--- src/rtl/rsqr_pkg.sv ---
// Shared types, constants and helper functions for the rotor sandwich
// quantise round-trip block. No dependencies; used by every rtl/ file.
package rsqr_pkg;

    // Store sizes
    localparam int GROUPS = 256;
    localparam int LEVELS = 16;
    localparam int ROT_AW = (GROUPS > 1) ? $clog2(GROUPS) : 1;
    localparam int CB_AW  = (LEVELS > 1) ? $clog2(LEVELS) : 1;
    localparam int LVL_W  = $clog2(LEVELS + 1);
    localparam int QCNT_W = $clog2(LEVELS + 2);

    // Datapath widths: Q4.11 values, Q1.14 rotor words
    localparam int VAL_W  = 16;
    localparam int ROT_W  = 16;
    localparam int SRC_W  = 34;
    localparam int PROD_W = SRC_W + ROT_W;
    localparam int ACC_W  = PROD_W + 2;
    localparam int RND_SH = 28;

    // Input actions
    localparam logic [1:0] ACT_PROCESS  = 2'd0;
    localparam logic [1:0] ACT_ROTOR    = 2'd1;
    localparam logic [1:0] ACT_CODEBOOK = 2'd2;

    // Configuration register indexes
    localparam logic [2:0] CFG_SCALAR_LEVELS    = 3'd0;
    localparam logic [2:0] CFG_VECTOR_LEVELS    = 3'd1;
    localparam logic [2:0] CFG_BIVECTOR_LEVELS  = 3'd2;
    localparam logic [2:0] CFG_TRIVECTOR_LEVELS = 3'd3;
    localparam logic [2:0] CFG_QUANT_ALL        = 3'd4;
    localparam logic [2:0] CFG_EMB_LENGTH       = 3'd5;

    typedef struct packed {
        logic [1:0]              action;
        logic [7:0]              group_index;
        logic [1:0]              table_select;
        logic [3:0]              entry_index;
        logic signed [15:0]      value_0;
        logic signed [15:0]      value_1;
        logic signed [15:0]      value_2;
        logic signed [15:0]      rotor_scalar;
        logic signed [15:0]      rotor_e12;
        logic signed [15:0]      rotor_e13;
        logic signed [15:0]      rotor_e23;
    } in_item_t;

    typedef struct packed {
        logic signed [15:0] out_0;
        logic signed [15:0] out_1;
        logic signed [15:0] out_2;
        logic [1:0]         valid_count;
    } out_item_t;

    typedef enum logic [2:0] {
        ST_IDLE,
        ST_FWD_A,
        ST_FWD_B,
        ST_QUANT,
        ST_INV_A,
        ST_INV_B,
        ST_DONE
    } state_t;

    // Lane multiply-accumulate control
    typedef struct packed {
        logic mul_en;
        logic acc_clr;
        logic acc_en;
    } mac_ctl_t;

    // Lane codebook search control
    typedef struct packed {
        logic load;
        logic cmp_en;
    } quant_ctl_t;

    // Geometric product term map: output component k, term j uses rotor word j
    // (s, e12, e13, e23) times source component TERM_IDX[k][j].
    localparam logic [2:0] TERM_IDX [0:7][0:3] = '{
        '{3'd0, 3'd4, 3'd5, 3'd6},
        '{3'd1, 3'd2, 3'd3, 3'd7},
        '{3'd2, 3'd1, 3'd7, 3'd3},
        '{3'd3, 3'd7, 3'd1, 3'd2},
        '{3'd4, 3'd0, 3'd6, 3'd5},
        '{3'd5, 3'd6, 3'd0, 3'd4},
        '{3'd6, 3'd5, 3'd4, 3'd0},
        '{3'd7, 3'd3, 3'd2, 3'd1}
    };

    // Term signs (bit j set = subtract) for R*x and x*R
    localparam logic [3:0] LEFT_NEG [0:7] = '{
        4'b1110, 4'b0000, 4'b0110, 4'b1100,
        4'b1000, 4'b0010, 4'b0100, 4'b1010
    };
    localparam logic [3:0] RIGHT_NEG [0:7] = '{
        4'b1110, 4'b0110, 4'b1100, 4'b0000,
        4'b0100, 4'b1000, 4'b0010, 4'b0100
    };

    // Codebook (grade) of each component
    localparam logic [1:0] GRADE_OF [0:7] = '{
        2'd0, 2'd1, 2'd1, 2'd1, 2'd2, 2'd2, 2'd2, 2'd3
    };

    // Round half up from 2^-39 to Q4.11 and saturate
    function automatic logic signed [VAL_W-1:0] round_sat(
        input logic signed [ACC_W-1:0] v
    );
        logic signed [ACC_W:0]        sum;
        logic signed [ACC_W-RND_SH:0] sh;
        begin
            sum = {v[ACC_W-1], v} + (ACC_W+1)'(1 << (RND_SH - 1));
            sh  = sum[ACC_W:RND_SH];
            if (sh > (ACC_W-RND_SH+1)'(32767)) begin
                round_sat = 16'sh7FFF;
            end else if (sh < -(ACC_W-RND_SH+1)'(32768)) begin
                round_sat = -16'sh8000;
            end else begin
                round_sat = sh[VAL_W-1:0];
            end
        end
    endfunction

    // Clamp a levels register to 1..LEVELS
    function automatic logic [LVL_W-1:0] eff_levels(input logic [4:0] n);
        begin
            if (n == 5'd0) begin
                eff_levels = LVL_W'(1);
            end else if (32'(n) > LEVELS) begin
                eff_levels = LVL_W'(LEVELS);
            end else begin
                eff_levels = LVL_W'(n);
            end
        end
    endfunction

endpackage

--- src/rtl/rsqr_mac_lane.sv ---
// One multiply-accumulate lane: a component of a geometric product, term by term.
// Depends on rsqr_pkg.
module rsqr_mac_lane (
    input  logic                                aclk,
    input  rsqr_pkg::mac_ctl_t                  ctl,
    input  logic signed [rsqr_pkg::SRC_W-1:0]   operand,
    input  logic signed [rsqr_pkg::ROT_W-1:0]   coef,
    input  logic                                sub,
    output logic signed [rsqr_pkg::ACC_W-1:0]   acc_out,
    output logic signed [rsqr_pkg::VAL_W-1:0]   rnd_out
);

    logic signed [rsqr_pkg::PROD_W-1:0] prod_reg;
    logic                               sub_reg;
    logic signed [rsqr_pkg::ACC_W-1:0]  acc_reg;
    logic signed [rsqr_pkg::ACC_W-1:0]  prod_ext;

    assign prod_ext = rsqr_pkg::ACC_W'(prod_reg);

    // Product register, then signed accumulate
    always_ff @(posedge aclk) begin
        if (ctl.mul_en) begin
            prod_reg <= operand * coef;
            sub_reg  <= sub;
        end
        if (ctl.acc_clr) begin
            acc_reg <= '0;
        end else if (ctl.acc_en) begin
            acc_reg <= sub_reg ? acc_reg - prod_ext : acc_reg + prod_ext;
        end
    end

    assign acc_out = acc_reg;
    assign rnd_out = rsqr_pkg::round_sat(acc_reg);

endmodule

--- config.mk ---
export PLATFORM = sky130hd
export DESIGN_NAME = rsqr_mac_lane
export DESIGN_NICKNAME = d
export VERILOG_FILES = /design/src/rtl/rsqr_pkg.sv /design/src/rtl/rsqr_mac_lane.sv
export SDC_FILE = /design/constraint.sdc
export NUM_CORES = 2
export LEC_CHECK = 0
export BUFFER_PORTS_ARGS = -buffer_cell sky130_fd_sc_hd__clkbuf_2
export CAP_MARGIN = 30
export CORE_ASPECT_RATIO = 1.4
export CORE_UTILIZATION = 60
export CTS_BUF_LIST = sky130_fd_sc_hd__clkbuf_2
export DETAILED_ROUTE_END_ITERATION = 8
export PLACE_DENSITY = 0.88
export SYNTH_ARGS = -nofsm -noshare
export SYNTH_HDL_FRONTEND = slang
export SYNTH_SLANG_ARGS = --single-unit
--- constraint.sdc ---
create_clock -name aclk -period 7.5 [get_ports aclk]
set_input_delay 1.5 -clock aclk [delete_from_list [all_inputs] [get_ports aclk]]
set_output_delay 1.5 -clock aclk [all_outputs]
set_load 0.02 [all_outputs]
## Yosys cells after proc, flatten, opt, wreduce, memory -nomap -nowiden

Index checks and enable logic that the tools add are counted.

| operators by class | value |
|---|---|
| $lt $le $gt $ge | 2 |
| muxes and demuxes | 3 |
| add/sub/neg operators | 3 |
| multiply operators | 1 |

Operator list:

| cell | number |
|---|---|
| $add A52 B29 Y53 const B | 1 |
| $add A52 B50 Y52 | 1 |
| $mux W52 | 1 |
| $sub A52 B50 Y52 | 1 |
| $mul A34 B16 Y50 | 1 |
| $mux W16 | 2 |
| $gt A25 B16 Y1 const B | 1 |
| $lt A25 B16 Y1 const B | 1 |

| word-level totals | value |
|---|---|
| logic and storage cells | 12 |
| input port bits | 55 |
| output and inout port bits | 68 |
| bits in registers | 103 |

## Longest topological paths before layout

| logic depth | value |
|---|---|
| word-level depth | 4 |
| mapped depth | 26 |
| depth with buffers taken out | 24 |

## Least setup slack after synthesis

OpenSTA, ideal clock, no wires.

| path | value |
|---|---|
| kind | input to register |
| start point | in coef[7] (netlist name) |
| end point | reg prod_reg[48] (netlist name) (data pin) |
| arrival | 7.394 ns |
| data required time | 7.235 ns |
| stages on the path | 23 |
| path slack | -0.159 ns |
| setup time | 0.265 ns |
| path buffers | 2 |
| path through | clkbuf_1 clkbuf_1 nand2_1 fa_1 inv_1 fa_1 fa_1 fa_1 fa_1 inv_1 fa_1 inv_1 ha_1 a211oi_1 o211ai_1 a21o_1 nand2_1 nand2_1 o311ai_0 nand4b_1 a31oi_1 o21ai_0 xor2_1 |

| on the way | value |
|---|---|
| cells in the longest elaborated chain, start to end | 1 |

RTL lines:

| what | RTL line | source |
|---|---|---|
| start: declaration | rsqr_mac_lane.sv:7 | `input logic signed [rsqr_pkg::ROT_W-1:0] coef,` |
| $mul A34 B16 Y50 | rsqr_mac_lane.sv:23 | `prod_reg <= operand * coef;` |
| end signal: assignment | rsqr_mac_lane.sv:23 |  |
| end: declaration | rsqr_mac_lane.sv:13 | `logic signed [rsqr_pkg::PROD_W-1:0] prod_reg;` |

Every way passes these cells.
A chain may end at the register's enable or synchronous reset.

## Final worst setup path

| path | value |
|---|---|
| start point | in coef[4] (netlist name) |
| end point | reg prod_reg[49] (netlist name) (data pin) |

Same word-level chain as after synthesis.

==> impl_metrics.toml <==
[sta]
drv_slew = 0
timing.fmax_ghz = 0.136
hold_slack_ns = 0.543
hold_viol = 0
finalClockSkew_ns = 0.0340
post-route-period-util_pct = 97.7
slew_headroom_pct = 38.5
period_minus_slack_ns = 7.33
finalSetupViolCount = 0
worst_pin_slew_ns = 0.909

[floorplan]
initial_core_util_pct = 60.8
io_pins = 123
core_mm2 = 0.0441
die_x_um = 181
die_area_mm2 = 0.0455
rows = 91
fp.dieH_um = 252

[finish]
ff_latch_area_mm2 = 0.00257
syn_to_final_growth_pct = 10.4
largest_reg_flops = 52
fillers = 3201
drive_gt1_share_pct = 11.9
nets = 4038
multi_input_area_mm2 = 0.0213

[route]
drt-total-wl_um = 70700
vias_per_cell = 5.80
postRouteAntennaNets = 0
drc = 1
wl_per_cell_um = 18.3
vias = 22383
first_iter_violations = 1806
firstDrtPassIters = 9

[synthesis]
synth_cell_types = 82
synth.largest_area_cell = "fa_1"
synth_edf_count = 51
synth_area_leaders = "fa_1 38%, inv_1 8.8%, ha_1 8.0%"
yosys_warnings = 0
yosysSeqAreaShare_pct = 9.60
yosysMostFrequentCell = "inv_1"
synth_commonest_cells = "629 x inv_1, 515 x fa_1, 379 x nand2_1, 226 x and2_1, 171 x ha_1"
ys.flop_type = "dfxtp_1"
synth_nets = 3817
ys_seq_elements = 103
postSynthAreaPerCell_um2 = 8.71
synthArstFlopShare_pct = 0
synth_top_area_share_pct = 38.5
synth_area_mm2 = 0.0268
syn-instance-count = 3076

[global_routing]
track_usage_pct = 32.3
grt_max_degree = 60
overflow = 0
grt_pass1_vias = 24084
grt_first_pass_wirelength_um = 117000
grt_antenna_before_repair = 1

[cts]
cts_tree = "done"
cts_max_path_buffers = 2
post_cts_buffers = 0
cts-buffers-inserted = 9
clkTransAtPathRegs_ns = 0.30
cts-root-buf = "clkbuf_2"
clk_latency_ns = 0.63
clkSinkCount = 103
htreeDepth = 3

[worst_setup_path]
crit_path_end_kind = "flop"
cp_cell_sequence = "clkbuf_2, and2_1, fa_1, inv_1, fa_1, fa_1, inv_1, fa_1, fa_1, inv_1, fa_1, inv_1, ha_1, and2_1, nand3_1, or4b_2, o31ai_4, a311oi_1, buf_4, o31ai_1, a21oi_1, xnor2_1"
max_stage_delay_ns = 0.68
required_ns = 7.89
worstPathArrival_ns = 7.72
crit_path_frequent_cell = "fa_1"
cpMaxStageDelayCell = "or4b_2"
path_class = "primary input to flop"
worst-path-max-fanout = 12
startpoint_type = "primary input"

[hold_path]
hold_path_class = "flop to flop"

[run_status]
outcome = "complete, but fails checks"
violations = "DRC"

[placement]
hpwl_um = 59700
io_buffers = 122
gp_congestion = 0.959

[job]
cap_violations = 0
cell usage in the layout, fill, tap and decap left out, types with 51 or more instances in the layout:
cell      instances
nand2_1         379
ha_1            171
dfxtp_1          52
a21o_1           69
a21oi_1         117
fa_1            515
and2_1          226
xnor2_1         113
inv_1           629
clkbuf_2        129
edfxtp_1         51
o21ai_0          72
nor2_1          151
buf_4           205
layer usage:
metal | up-vias | track usage (%) | wire length, um
met5 | - | 0 | 0
met4 | 0 | 18.5 | 4130
met3 | 363 | 4.94 | 5670
met2 | 1243 | 57.3 | 35400
met1 | 10838 | 37.1 | 25500
li1 | 9939 | - | -
cell type report:
type,count,share of cell area (%)
clock inverter,7,0.266
multi-input combinational,2210,72.2
tap,558,2.36
clock buffer,9,0.152
timing repair buffer,344,8.37
sequential,103,8.70
antenna,1,0.00846
inverter,629,7.98
cell families after synthesis:
family / Yosys count / synth area share (%)
and+or+nand+nor: 945 / 17.5
buffers and inverters: 763 / 10.8
adders and majority gates: 686 / 46.5
AOI/OAI and AO/OA: 388 / 9.25
xor gates and xnor gates: 158 / 5.16
DFF: 103 / 9.60
muxes: 33 / 1.24
critical path, delay by kind of cell:
family | cells | cell delay, ns
buffers and inverters | 6 | 0.66
and+or+nand+nor | 4 | 1.25
AOI/OAI and AO/OA | 4 | 0.80
xor gates and xnor gates | 1 | 0.13
adders and majority gates | 7 | 3.38
final timing paths:
| kind | from | to | slack (ns) | cells past startpoint |
|---|---|---|---|---|
| worst max-delay path | coef[4] | prod_reg[49]$_DFFE_PP_ | 0.17 | 22 |
| worst min-delay path | acc_out[9]$_SDFFE_PP0P_ | acc_out[9]$_SDFFE_PP0P_ | 0.54 | 2 |
| worst max register to register | prod_reg[4]$_DFFE_PP_ | acc_out[50]$_SDFFE_PP0P_ | 2.02 | 17 |
| worst min register to register | acc_out[9]$_SDFFE_PP0P_ | acc_out[9]$_SDFFE_PP0P_ | 0.54 | 2 |
stage by stage:
| stage | setup WS, ns | TNS [ns] | cell area (um^2) | std cells | utilization (%) |
|---|---|---|---|---|---|
| 2_1_floorplan | 0.0288 | 0 | 26800 | 3076 | - |
| 3_3_place_gp | -0.197 | -1.45 | 29400 | 3842 | 66.8 |
| 3_5_place_dp | -0.409 | -3.83 | 29400 | 3844 | 66.8 |
| 4_1_cts | 0.252 | 0 | 29600 | 3860 | 67.1 |
| 5_1_grt | -0.0325 | -0.0325 | 29600 | 3861 | 67.1 |
| 6_report | 0.174 | 0 | 29600 | 3861 | 67.1 |
timing repair:
action,in CTS,in global routing
hold buffers,0,0
resized for setup,0,4
setup endpoints to repair,0,3
Power is left out: the tool's default activity adds up to more than one toggle a clock period on the data nets, which glitch-free logic cannot reach.
