==> src/rtl/rsqr_pkg.sv <==
// Shared types, constants and helper functions for the rotor sandwich
// quantise round-trip block. No dependencies; used by every rtl/ file.
package rsqr_pkg;

    // Store sizes
    localparam int GROUPS = 256;
    localparam int LEVELS = 16;
    localparam int ROT_AW = (GROUPS > 1) ? $clog2(GROUPS) : 1;
    localparam int CB_AW  = (LEVELS > 1) ? $clog2(LEVELS) : 1;
    localparam int LVL_W  = $clog2(LEVELS + 1);
    localparam int QCNT_W = $clog2(LEVELS + 2);

    // Datapath widths: Q4.11 values, Q1.14 rotor words
    localparam int VAL_W  = 16;
    localparam int ROT_W  = 16;
    localparam int SRC_W  = 34;
    localparam int PROD_W = SRC_W + ROT_W;
    localparam int ACC_W  = PROD_W + 2;
    localparam int RND_SH = 28;

    // Input actions
    localparam logic [1:0] ACT_PROCESS  = 2'd0;
    localparam logic [1:0] ACT_ROTOR    = 2'd1;
    localparam logic [1:0] ACT_CODEBOOK = 2'd2;

    // Configuration register indexes
    localparam logic [2:0] CFG_SCALAR_LEVELS    = 3'd0;
    localparam logic [2:0] CFG_VECTOR_LEVELS    = 3'd1;
    localparam logic [2:0] CFG_BIVECTOR_LEVELS  = 3'd2;
    localparam logic [2:0] CFG_TRIVECTOR_LEVELS = 3'd3;
    localparam logic [2:0] CFG_QUANT_ALL        = 3'd4;
    localparam logic [2:0] CFG_EMB_LENGTH       = 3'd5;

    typedef struct packed {
        logic [1:0]              action;
        logic [7:0]              group_index;
        logic [1:0]              table_select;
        logic [3:0]              entry_index;
        logic signed [15:0]      value_0;
        logic signed [15:0]      value_1;
        logic signed [15:0]      value_2;
        logic signed [15:0]      rotor_scalar;
        logic signed [15:0]      rotor_e12;
        logic signed [15:0]      rotor_e13;
        logic signed [15:0]      rotor_e23;
    } in_item_t;

    typedef struct packed {
        logic signed [15:0] out_0;
        logic signed [15:0] out_1;
        logic signed [15:0] out_2;
        logic [1:0]         valid_count;
    } out_item_t;

    typedef enum logic [2:0] {
        ST_IDLE,
        ST_FWD_A,
        ST_FWD_B,
        ST_QUANT,
        ST_INV_A,
        ST_INV_B,
        ST_DONE
    } state_t;

    // Lane multiply-accumulate control
    typedef struct packed {
        logic mul_en;
        logic acc_clr;
        logic acc_en;
    } mac_ctl_t;

    // Lane codebook search control
    typedef struct packed {
        logic load;
        logic cmp_en;
    } quant_ctl_t;

    // Geometric product term map: output component k, term j uses rotor word j
    // (s, e12, e13, e23) times source component TERM_IDX[k][j].
    localparam logic [2:0] TERM_IDX [0:7][0:3] = '{
        '{3'd0, 3'd4, 3'd5, 3'd6},
        '{3'd1, 3'd2, 3'd3, 3'd7},
        '{3'd2, 3'd1, 3'd7, 3'd3},
        '{3'd3, 3'd7, 3'd1, 3'd2},
        '{3'd4, 3'd0, 3'd6, 3'd5},
        '{3'd5, 3'd6, 3'd0, 3'd4},
        '{3'd6, 3'd5, 3'd4, 3'd0},
        '{3'd7, 3'd3, 3'd2, 3'd1}
    };

    // Term signs (bit j set = subtract) for R*x and x*R
    localparam logic [3:0] LEFT_NEG [0:7] = '{
        4'b1110, 4'b0000, 4'b0110, 4'b1100,
        4'b1000, 4'b0010, 4'b0100, 4'b1010
    };
    localparam logic [3:0] RIGHT_NEG [0:7] = '{
        4'b1110, 4'b0110, 4'b1100, 4'b0000,
        4'b0100, 4'b1000, 4'b0010, 4'b0100
    };

    // Codebook (grade) of each component
    localparam logic [1:0] GRADE_OF [0:7] = '{
        2'd0, 2'd1, 2'd1, 2'd1, 2'd2, 2'd2, 2'd2, 2'd3
    };

    // Round half up from 2^-39 to Q4.11 and saturate
    function automatic logic signed [VAL_W-1:0] round_sat(
        input logic signed [ACC_W-1:0] v
    );
        logic signed [ACC_W:0]        sum;
        logic signed [ACC_W-RND_SH:0] sh;
        begin
            sum = {v[ACC_W-1], v} + (ACC_W+1)'(1 << (RND_SH - 1));
            sh  = sum[ACC_W:RND_SH];
            if (sh > (ACC_W-RND_SH+1)'(32767)) begin
                round_sat = 16'sh7FFF;
            end else if (sh < -(ACC_W-RND_SH+1)'(32768)) begin
                round_sat = -16'sh8000;
            end else begin
                round_sat = sh[VAL_W-1:0];
            end
        end
    endfunction

    // Clamp a levels register to 1..LEVELS
    function automatic logic [LVL_W-1:0] eff_levels(input logic [4:0] n);
        begin
            if (n == 5'd0) begin
                eff_levels = LVL_W'(1);
            end else if (32'(n) > LEVELS) begin
                eff_levels = LVL_W'(LEVELS);
            end else begin
                eff_levels = LVL_W'(n);
            end
        end
    endfunction

endpackage

==> src/rtl/rsqr_quant_lane.sv <==
// One codebook search lane: nearest centroid, first index wins a tie.
// Depends on rsqr_pkg.
module rsqr_quant_lane (
    input  logic                                aclk,
    input  rsqr_pkg::quant_ctl_t                ctl,
    input  logic signed [rsqr_pkg::VAL_W-1:0]   value_in,
    input  logic [rsqr_pkg::CB_AW-1:0]          idx,
    input  logic [rsqr_pkg::LVL_W-1:0]          nlev,
    input  logic signed [rsqr_pkg::VAL_W-1:0]   centroid,
    output logic signed [rsqr_pkg::VAL_W-1:0]   best_out
);

    logic signed [rsqr_pkg::VAL_W-1:0] val_reg;
    logic signed [rsqr_pkg::VAL_W-1:0] best_reg;
    logic [rsqr_pkg::VAL_W:0]          bd_reg;
    logic signed [rsqr_pkg::VAL_W:0]   diff;
    logic [rsqr_pkg::VAL_W:0]          absd;
    logic                              take;

    // Distance to the centroid now presented
    always_comb begin
        diff = rsqr_pkg::VAL_W'(1) == 0 ? '0 :
               ({val_reg[rsqr_pkg::VAL_W-1], val_reg}
                - {centroid[rsqr_pkg::VAL_W-1], centroid});
        absd = diff[rsqr_pkg::VAL_W] ? (rsqr_pkg::VAL_W+1)'(-diff)
                                     : (rsqr_pkg::VAL_W+1)'(diff);
        take = ctl.cmp_en && (rsqr_pkg::LVL_W'(idx) < nlev)
               && ((idx == '0) || (absd < bd_reg));
    end

    always_ff @(posedge aclk) begin
        if (ctl.load) begin
            val_reg <= value_in;
        end
        if (take) begin
            best_reg <= centroid;
            bd_reg   <= absd;
        end
    end

    assign best_out = best_reg;

endmodule

==> config.mk <==
export PLATFORM = sky130hd
export DESIGN_NAME = rsqr_quant_lane
export DESIGN_NICKNAME = d
export VERILOG_FILES = /design/src/rtl/rsqr_pkg.sv /design/src/rtl/rsqr_quant_lane.sv
export SDC_FILE = /design/constraint.sdc
export NUM_CORES = 1
export LEC_CHECK = 0
export BUFFER_PORTS_ARGS = -buffer_cell sky130_fd_sc_hd__buf_4
export CAP_MARGIN = 20
export CORE_AREA = 2 2 64 112
export DETAILED_ROUTE_END_ITERATION = 6
export DIE_AREA = 0 0 66 114
export GPL_TIMING_DRIVEN = 0
export PLACE_DENSITY_LB_ADDON = 0.15
export SLEW_MARGIN = 10
export SYNTH_ARGS = -nofsm -noshare
export SYNTH_HDL_FRONTEND = slang
export SYNTH_SLANG_ARGS = --single-unit
==> constraint.sdc <==
create_clock -name aclk -period 5.05 [get_ports aclk]
set_clock_uncertainty 0.05 [all_clocks]
set_input_delay 0.505 -clock aclk [delete_from_list [all_inputs] [get_ports aclk]]
set_output_delay 0.505 -clock aclk [all_outputs]
set_load 0.005 [all_outputs]
# Word level (Yosys, flattened, before mapping)
# Index checks and enable logic that the tools add are counted.
# classes
add_sub_neg	2
magnitude_cmp	2
mux	1
n_reduce_logical	4
# op_table
operator	n
less-than comparator 17 bit	1
two-way mux 17 bit	1
negator 17 bit	1
subtractor 16 x 16 -> 17 bit	1
less-than comparator 4 x 5 -> 1 bit	1
zero test 4 bit	1
logical AND 1 bit	2
logical OR 1 bit	1
# word_totals
regBits	49
inputBits	44
out_inout_bits	16
word_cells	12

# Depth between registers and ports, before layout
# logic_depth
ltp_word	6
mapped_depth	20
mapped_depth_nobuf	19

# Least setup slack after synthesis
# Ideal clock, no wire load.
# synth_timing
path_kind	input port to flip-flop
start	input centroid[0] (netlist bit)
end	register bd_reg[0] (netlist bit) (enable)
setup_ps	388
arrival_time_ps	4423
t_required_ps	4612
setup_slack_ps	189
path_stages	19
n_path_buf	1
cell_sequence	ha_1 > fa_1 > nor2b_1 > o31a_1 > o21ai_1 > a211oi_1 > o21ai_0 > a21oi_1 > buf_6 > mux2i_1 > ha_1 > a21boi_0 > o21a_1 > o21ai_0 > nand2b_1 > a21oi_1 > o21ai_0 > a21oi_1 > o211a_1
# synth_between
elab_chain_len	6
# synth_rtl
item	line_no	rtl
start, declared	rsqr_quant_lane.sv:9	input logic signed [rsqr_pkg::VAL_W-1:0] centroid,
subtractor 16 x 16 -> 17 bit (*)	rsqr_quant_lane.sv:24	- {centroid[rsqr_pkg::VAL_W-1], centroid});
negator 17 bit	rsqr_quant_lane.sv:25	absd = diff[rsqr_pkg::VAL_W] ? (rsqr_pkg::VAL_W+1)'(-diff)
two-way mux 17 bit (*)	rsqr_quant_lane.sv:25	
named net absd, one bit	rsqr_quant_lane.sv:17	logic [rsqr_pkg::VAL_W:0] absd;
less-than comparator 17 bit (*)	rsqr_quant_lane.sv:28	&& ((idx == '0) || (absd < bd_reg));
logical OR 1 bit (*)	rsqr_quant_lane.sv:28	
logical AND 1 bit (*)	rsqr_quant_lane.sv:28	
named net take	rsqr_quant_lane.sv:18	logic take;
end signal, assigned	rsqr_quant_lane.sv:37	bd_reg <= absd;
end, declared	rsqr_quant_lane.sv:15	logic [rsqr_pkg::VAL_W:0] bd_reg;
# The timed path passes the listed nets; every way through them passes the cells marked *.
# A chain may end at the register's enable or synchronous reset.

# Final worst setup path
# layout_timing
start	register val_reg[0] (netlist bit)
end	register bd_reg[14] (netlist bit) (enable)
# layout_between
elab_chain_len	6
# layout_rtl
item	line_no	rtl
start, declared	rsqr_quant_lane.sv:13	logic signed [rsqr_pkg::VAL_W-1:0] val_reg;
start signal, assigned	rsqr_quant_lane.sv:33	val_reg <= value_in;
subtractor 16 x 16 -> 17 bit (*)	rsqr_quant_lane.sv:24	
negator 17 bit	rsqr_quant_lane.sv:25	
two-way mux 17 bit (*)	rsqr_quant_lane.sv:25	
named net absd, one bit	rsqr_quant_lane.sv:17	
less-than comparator 17 bit (*)	rsqr_quant_lane.sv:28	
logical OR 1 bit (*)	rsqr_quant_lane.sv:28	
logical AND 1 bit (*)	rsqr_quant_lane.sv:28	
# Marked as above.

==> impl_summary.txt <==
----------------------------------------------------
[STA]
  Final hold violations ... 0
  Share of the clock period used by the worst path ... 0.939
  Slew Limit Headroom ... 0.533
  Min Tclk post-route ... 4.74 ns
  Worst slew pin tran ... 0.700 ns
  FMAX ... 211 MHz
  Max-slew violation count ... 0
  Total of endpoints with negative setup slack in the final report ... 0

[Worst hold path]
  Class of the worst hold path ... in2reg
  Capture endpoint of the worst hold path ... val_reg[6]$_DFFE_PP_
  Hold Crit Start ... value_in[6]
  Hold Path Depth ... 1

[Route]
  Number of DRC markers after the initial detailed-route iteration ... 85
  First drt pass iteration count ... 4
  # DRC ... 0
  Number of nets with antenna violations after routing ... 0
  Ratio of routed vias to standard cells ... 5.32
  Total vias in the final route ... 2448
  Detailed Route WL ... 6470 um
  Average wire per cell in the routed design ... 14.1 um

[Setup path]
  Cell with the biggest individual delay on the critical path ... nor4_4
  Worst R2R Setup Slack ... 0.31 ns
  Reg2reg path depth ... 21
  Reg-to-reg critical path endpoint ... bd_reg[14]$_DFFE_PP_
  Cell family contributing the most delay on the critical path ... compound AO/OA/AOI/OAI gates
  Worst path required time ... 4.99 ns
  Worst path bufs/invs ... 3
  Critical path launch point type ... flop
  Number of cells on the critical path ... 21
  R2R Path Start ... val_reg[0]$_DFFE_PP_
  CP Capture Type ... flop
  Ordered cell list for the critical path ... inv_1 -> ha_1 -> fa_1 -> nor2b_2 -> o31a_1 -> buf_4 -> a31oi_1 -> o211ai_2 -> nand3b_4 -> nor4_4 -> a31oi_1 -> xnor2_1 -> ha_1 -> a21o_1 -> a21oi_1 -> nor2b_1 -> o21ai_0 -> o21ai_0 -> a21oi_2 -> buf_4 -> o211a_4
  Maximum fanout count along the critical path ... 8
  Arrival @ worst endpoint ... 4.68 ns
  Worst setup path class ... reg2reg
  Largest stage delay on the critical path ... 0.44 ns

[Logic synthesis]
  Cell area after technology mapping ... 3290 um2
  Synthesis-stage register bit count ... 49
  Main flop type after synthesis ... edfxtp_1
  Fraction of the yosys area taken by sequential cells ... 0.447
  Number of warnings issued by yosys ... 0
  Number of flops mapped to enable cells by yosys ... 49
  Yosys top cell area share ... 0.447
  Post-synthesis cell type count ... 60
  Share of synthesized flip-flops with an asynchronous set or reset ... 0
  Top cell type by total area after synthesis ... edfxtp_1
  Top area cells in the synthesized netlist ... edfxtp_1 45%, ha_1 14%, inv_1 4.7%, a21oi_1 3.5%, xor2_1 3.2%
  Synthesized area per cell ... 11.1 um2
  Cell count after synthesis ... 297
  Post-synth net total ... 378

[Pwr]
  Clock Power Share ... 0.205
  Static Leak ... 1.85 nW
  Internal power consumption ... 0.00106 W
  Combinational share of power ... 0.427
  Power, Total ... 0.00158 W
  Maximum VDD drop ... 0.000299 V
  Part of the power in registers ... 0.368
  Switching share of power ... 0.330
  Net Switching ... 0.000519 W
  Power per cell area ... 382 nW/um2

[Floorplan]
  Placeable core area ... 6710 um2
  Initial core utilization ... 0.491
  I/O pin total ... 60
  Total number of placement rows ... 40
  Chip height ... 114 um
  Die W ... 66 um
  Area of the die ... 7520 um2

[Layout]
  Proportion of layout cells with a drive suffix above 1 ... 0.279
  Seq. cell area ... 1470 um2
  Area grow syn2layout ... 25.3%
  Area of the multi-input gates ... 1690 um2
  Number of flip-flops in the largest register ... 17
  Number of nets in the layout ... 456
  Antenna Diode Count ... 0
  Most frequent standard cell in the layout excluding fill and tap cells ... buf_4
  Fill cell total of the finished layout ... 601
  Most frequent cells in the layout ... 69 x buf_4, 49 x edfxtp_1, 41 x inv_1, 36 x ha_1, 21 x a21oi_1
  Final standard cell area without fillers ... 4120 um2

[Status]
  Status ... finished, final reports clean

[Global route]
  Overflow after GRT ... 0
  Antenna violations before repair ... 0
  Global-route wire length before repair ... 9750 um
  Pin count of the biggest net entering global routing ... 34
  Tot GR Track Use ... 0.169
  Via count of the first global-routing pass ... 2380

[Clock tree]
  Number of clock sinks ... 49
  Clock Tree Buf Depth ... 2
  Worst-skew pair later-pin latency ... 0.29 ns
  Cell at the root of the clock tree ... clkbuf_16
  TritonCTS clock tree ... built
  Total clock buffers created by CTS ... 5
  Count of hold buffers inserted by post-cts repair ... 0
  Clock Pin Slew Worst Setup and Hold Paths ... 0.06 ns
  Maximum level of the CTS H-tree ... 2

[Place]
  Placed inst area ... 3840 um2
  Half-perimeter wire length after placement ... 4700 um
  Quantity of I/O buffers inserted on ports ... 59
  Final GP Congestion ... 0.790

[Flow run]
  Max-cap violations ... 0

----------------------------------------------------
## logic make-up after synthesis
group,Yosys count,share of synthesized area
buf+inv,46,0.0616
xor+xnor,24,0.0684
flops,49,0.447
simple gates,69,0.128
mux,2,0.00608
compound gates,70,0.146
fa+ha+maj,37,0.143
## layout make-up
cell class                      count  area share
Multi-Input combinational cell    205       0.410
Sequential cell                    49       0.357
Timing Repair Buffer               68       0.124
Inverter                           41      0.0373
Clock buffer                        5      0.0303
Tap cell                           84      0.0255
Buffer                              5      0.0118
Clock inverter                      3     0.00425
## synthesized netlist by cell type (all sizes together) (2+ instances only)
master  number
edfxtp      49
inv         41
ha          36
a21oi       23
nor2        20
xnor2       12
xor2        12
o21ai       11
nand2       10
a21o         8
a31oi        7
nor3         6
nor2b        5
buf          4
nand2b       4
nand3        4
nor4         4
o21a         3
a211o        2
a211oi       2
and2         2
and3         2
and4         2
mux2i        2
nand4        2
o211ai       2
o31a         2
## worst max path at each step
| stage | startpoint | end | slack, ns |
|---|---|---|---|
| 4_1_cts | val_reg[0]$_DFFE_PP_ | best_out[0]$_DFFE_PP_ | 0.009 |
| 3_5_place_dp | centroid[0] | best_out[3]$_DFFE_PP_ | -0.72 |
| 5_1_grt | val_reg[0]$_DFFE_PP_ | bd_reg[14]$_DFFE_PP_ | -0.05 |
| 6_report | val_reg[0]$_DFFE_PP_ | bd_reg[14]$_DFFE_PP_ | 0.31 |
| 2_1_floorplan | centroid[0] | bd_reg[0]$_DFFE_PP_ | 0.19 |
| 3_3_place_gp | centroid[0] | best_out[4]$_DFFE_PP_ | -0.93 |
## per-stage QoR
step	setup TNS, ns	instances	utilization	setup WS [ns]	hold WS, ns
after floorplan	0	297	-	0.189	0.554
after global placement	-30.55	440	0.572	-0.928	0.633
final	0	460	0.615	0.308	0.333
after CTS	0	448	0.595	0.00919	0.328
after detailed placement	-23.58	440	0.572	-0.717	0.634
after global routing	-1.26	460	0.615	-0.0477	0.328
## power groups by stage
stage                     logic [W]  registers [W]  clock network [W]
after detailed placement   0.000592       0.000591                  0
after floorplan            0.000421       0.000589                  0
after global placement     0.000572       0.000588                  0
after CTS                  0.000600       0.000582           0.000331
after global routing       0.000761       0.000587           0.000340
final                      0.000672       0.000580           0.000323
## what timing repair did
action	4_1_cts	5_1_grt
setup endpoints to repair	33	33
setup buffers	0	9
pin swaps	0	5
gates cloned	0	3
gates resized for setup	2	6
## per-layer routing
layer,part of all wire,GRT usage
met1,0.37,0.168
met2,0.58,0.329
met3,0.031,0.0306
met4,0.020,0.0735
met5,0,0
Power figures use the tool's default switching activity.
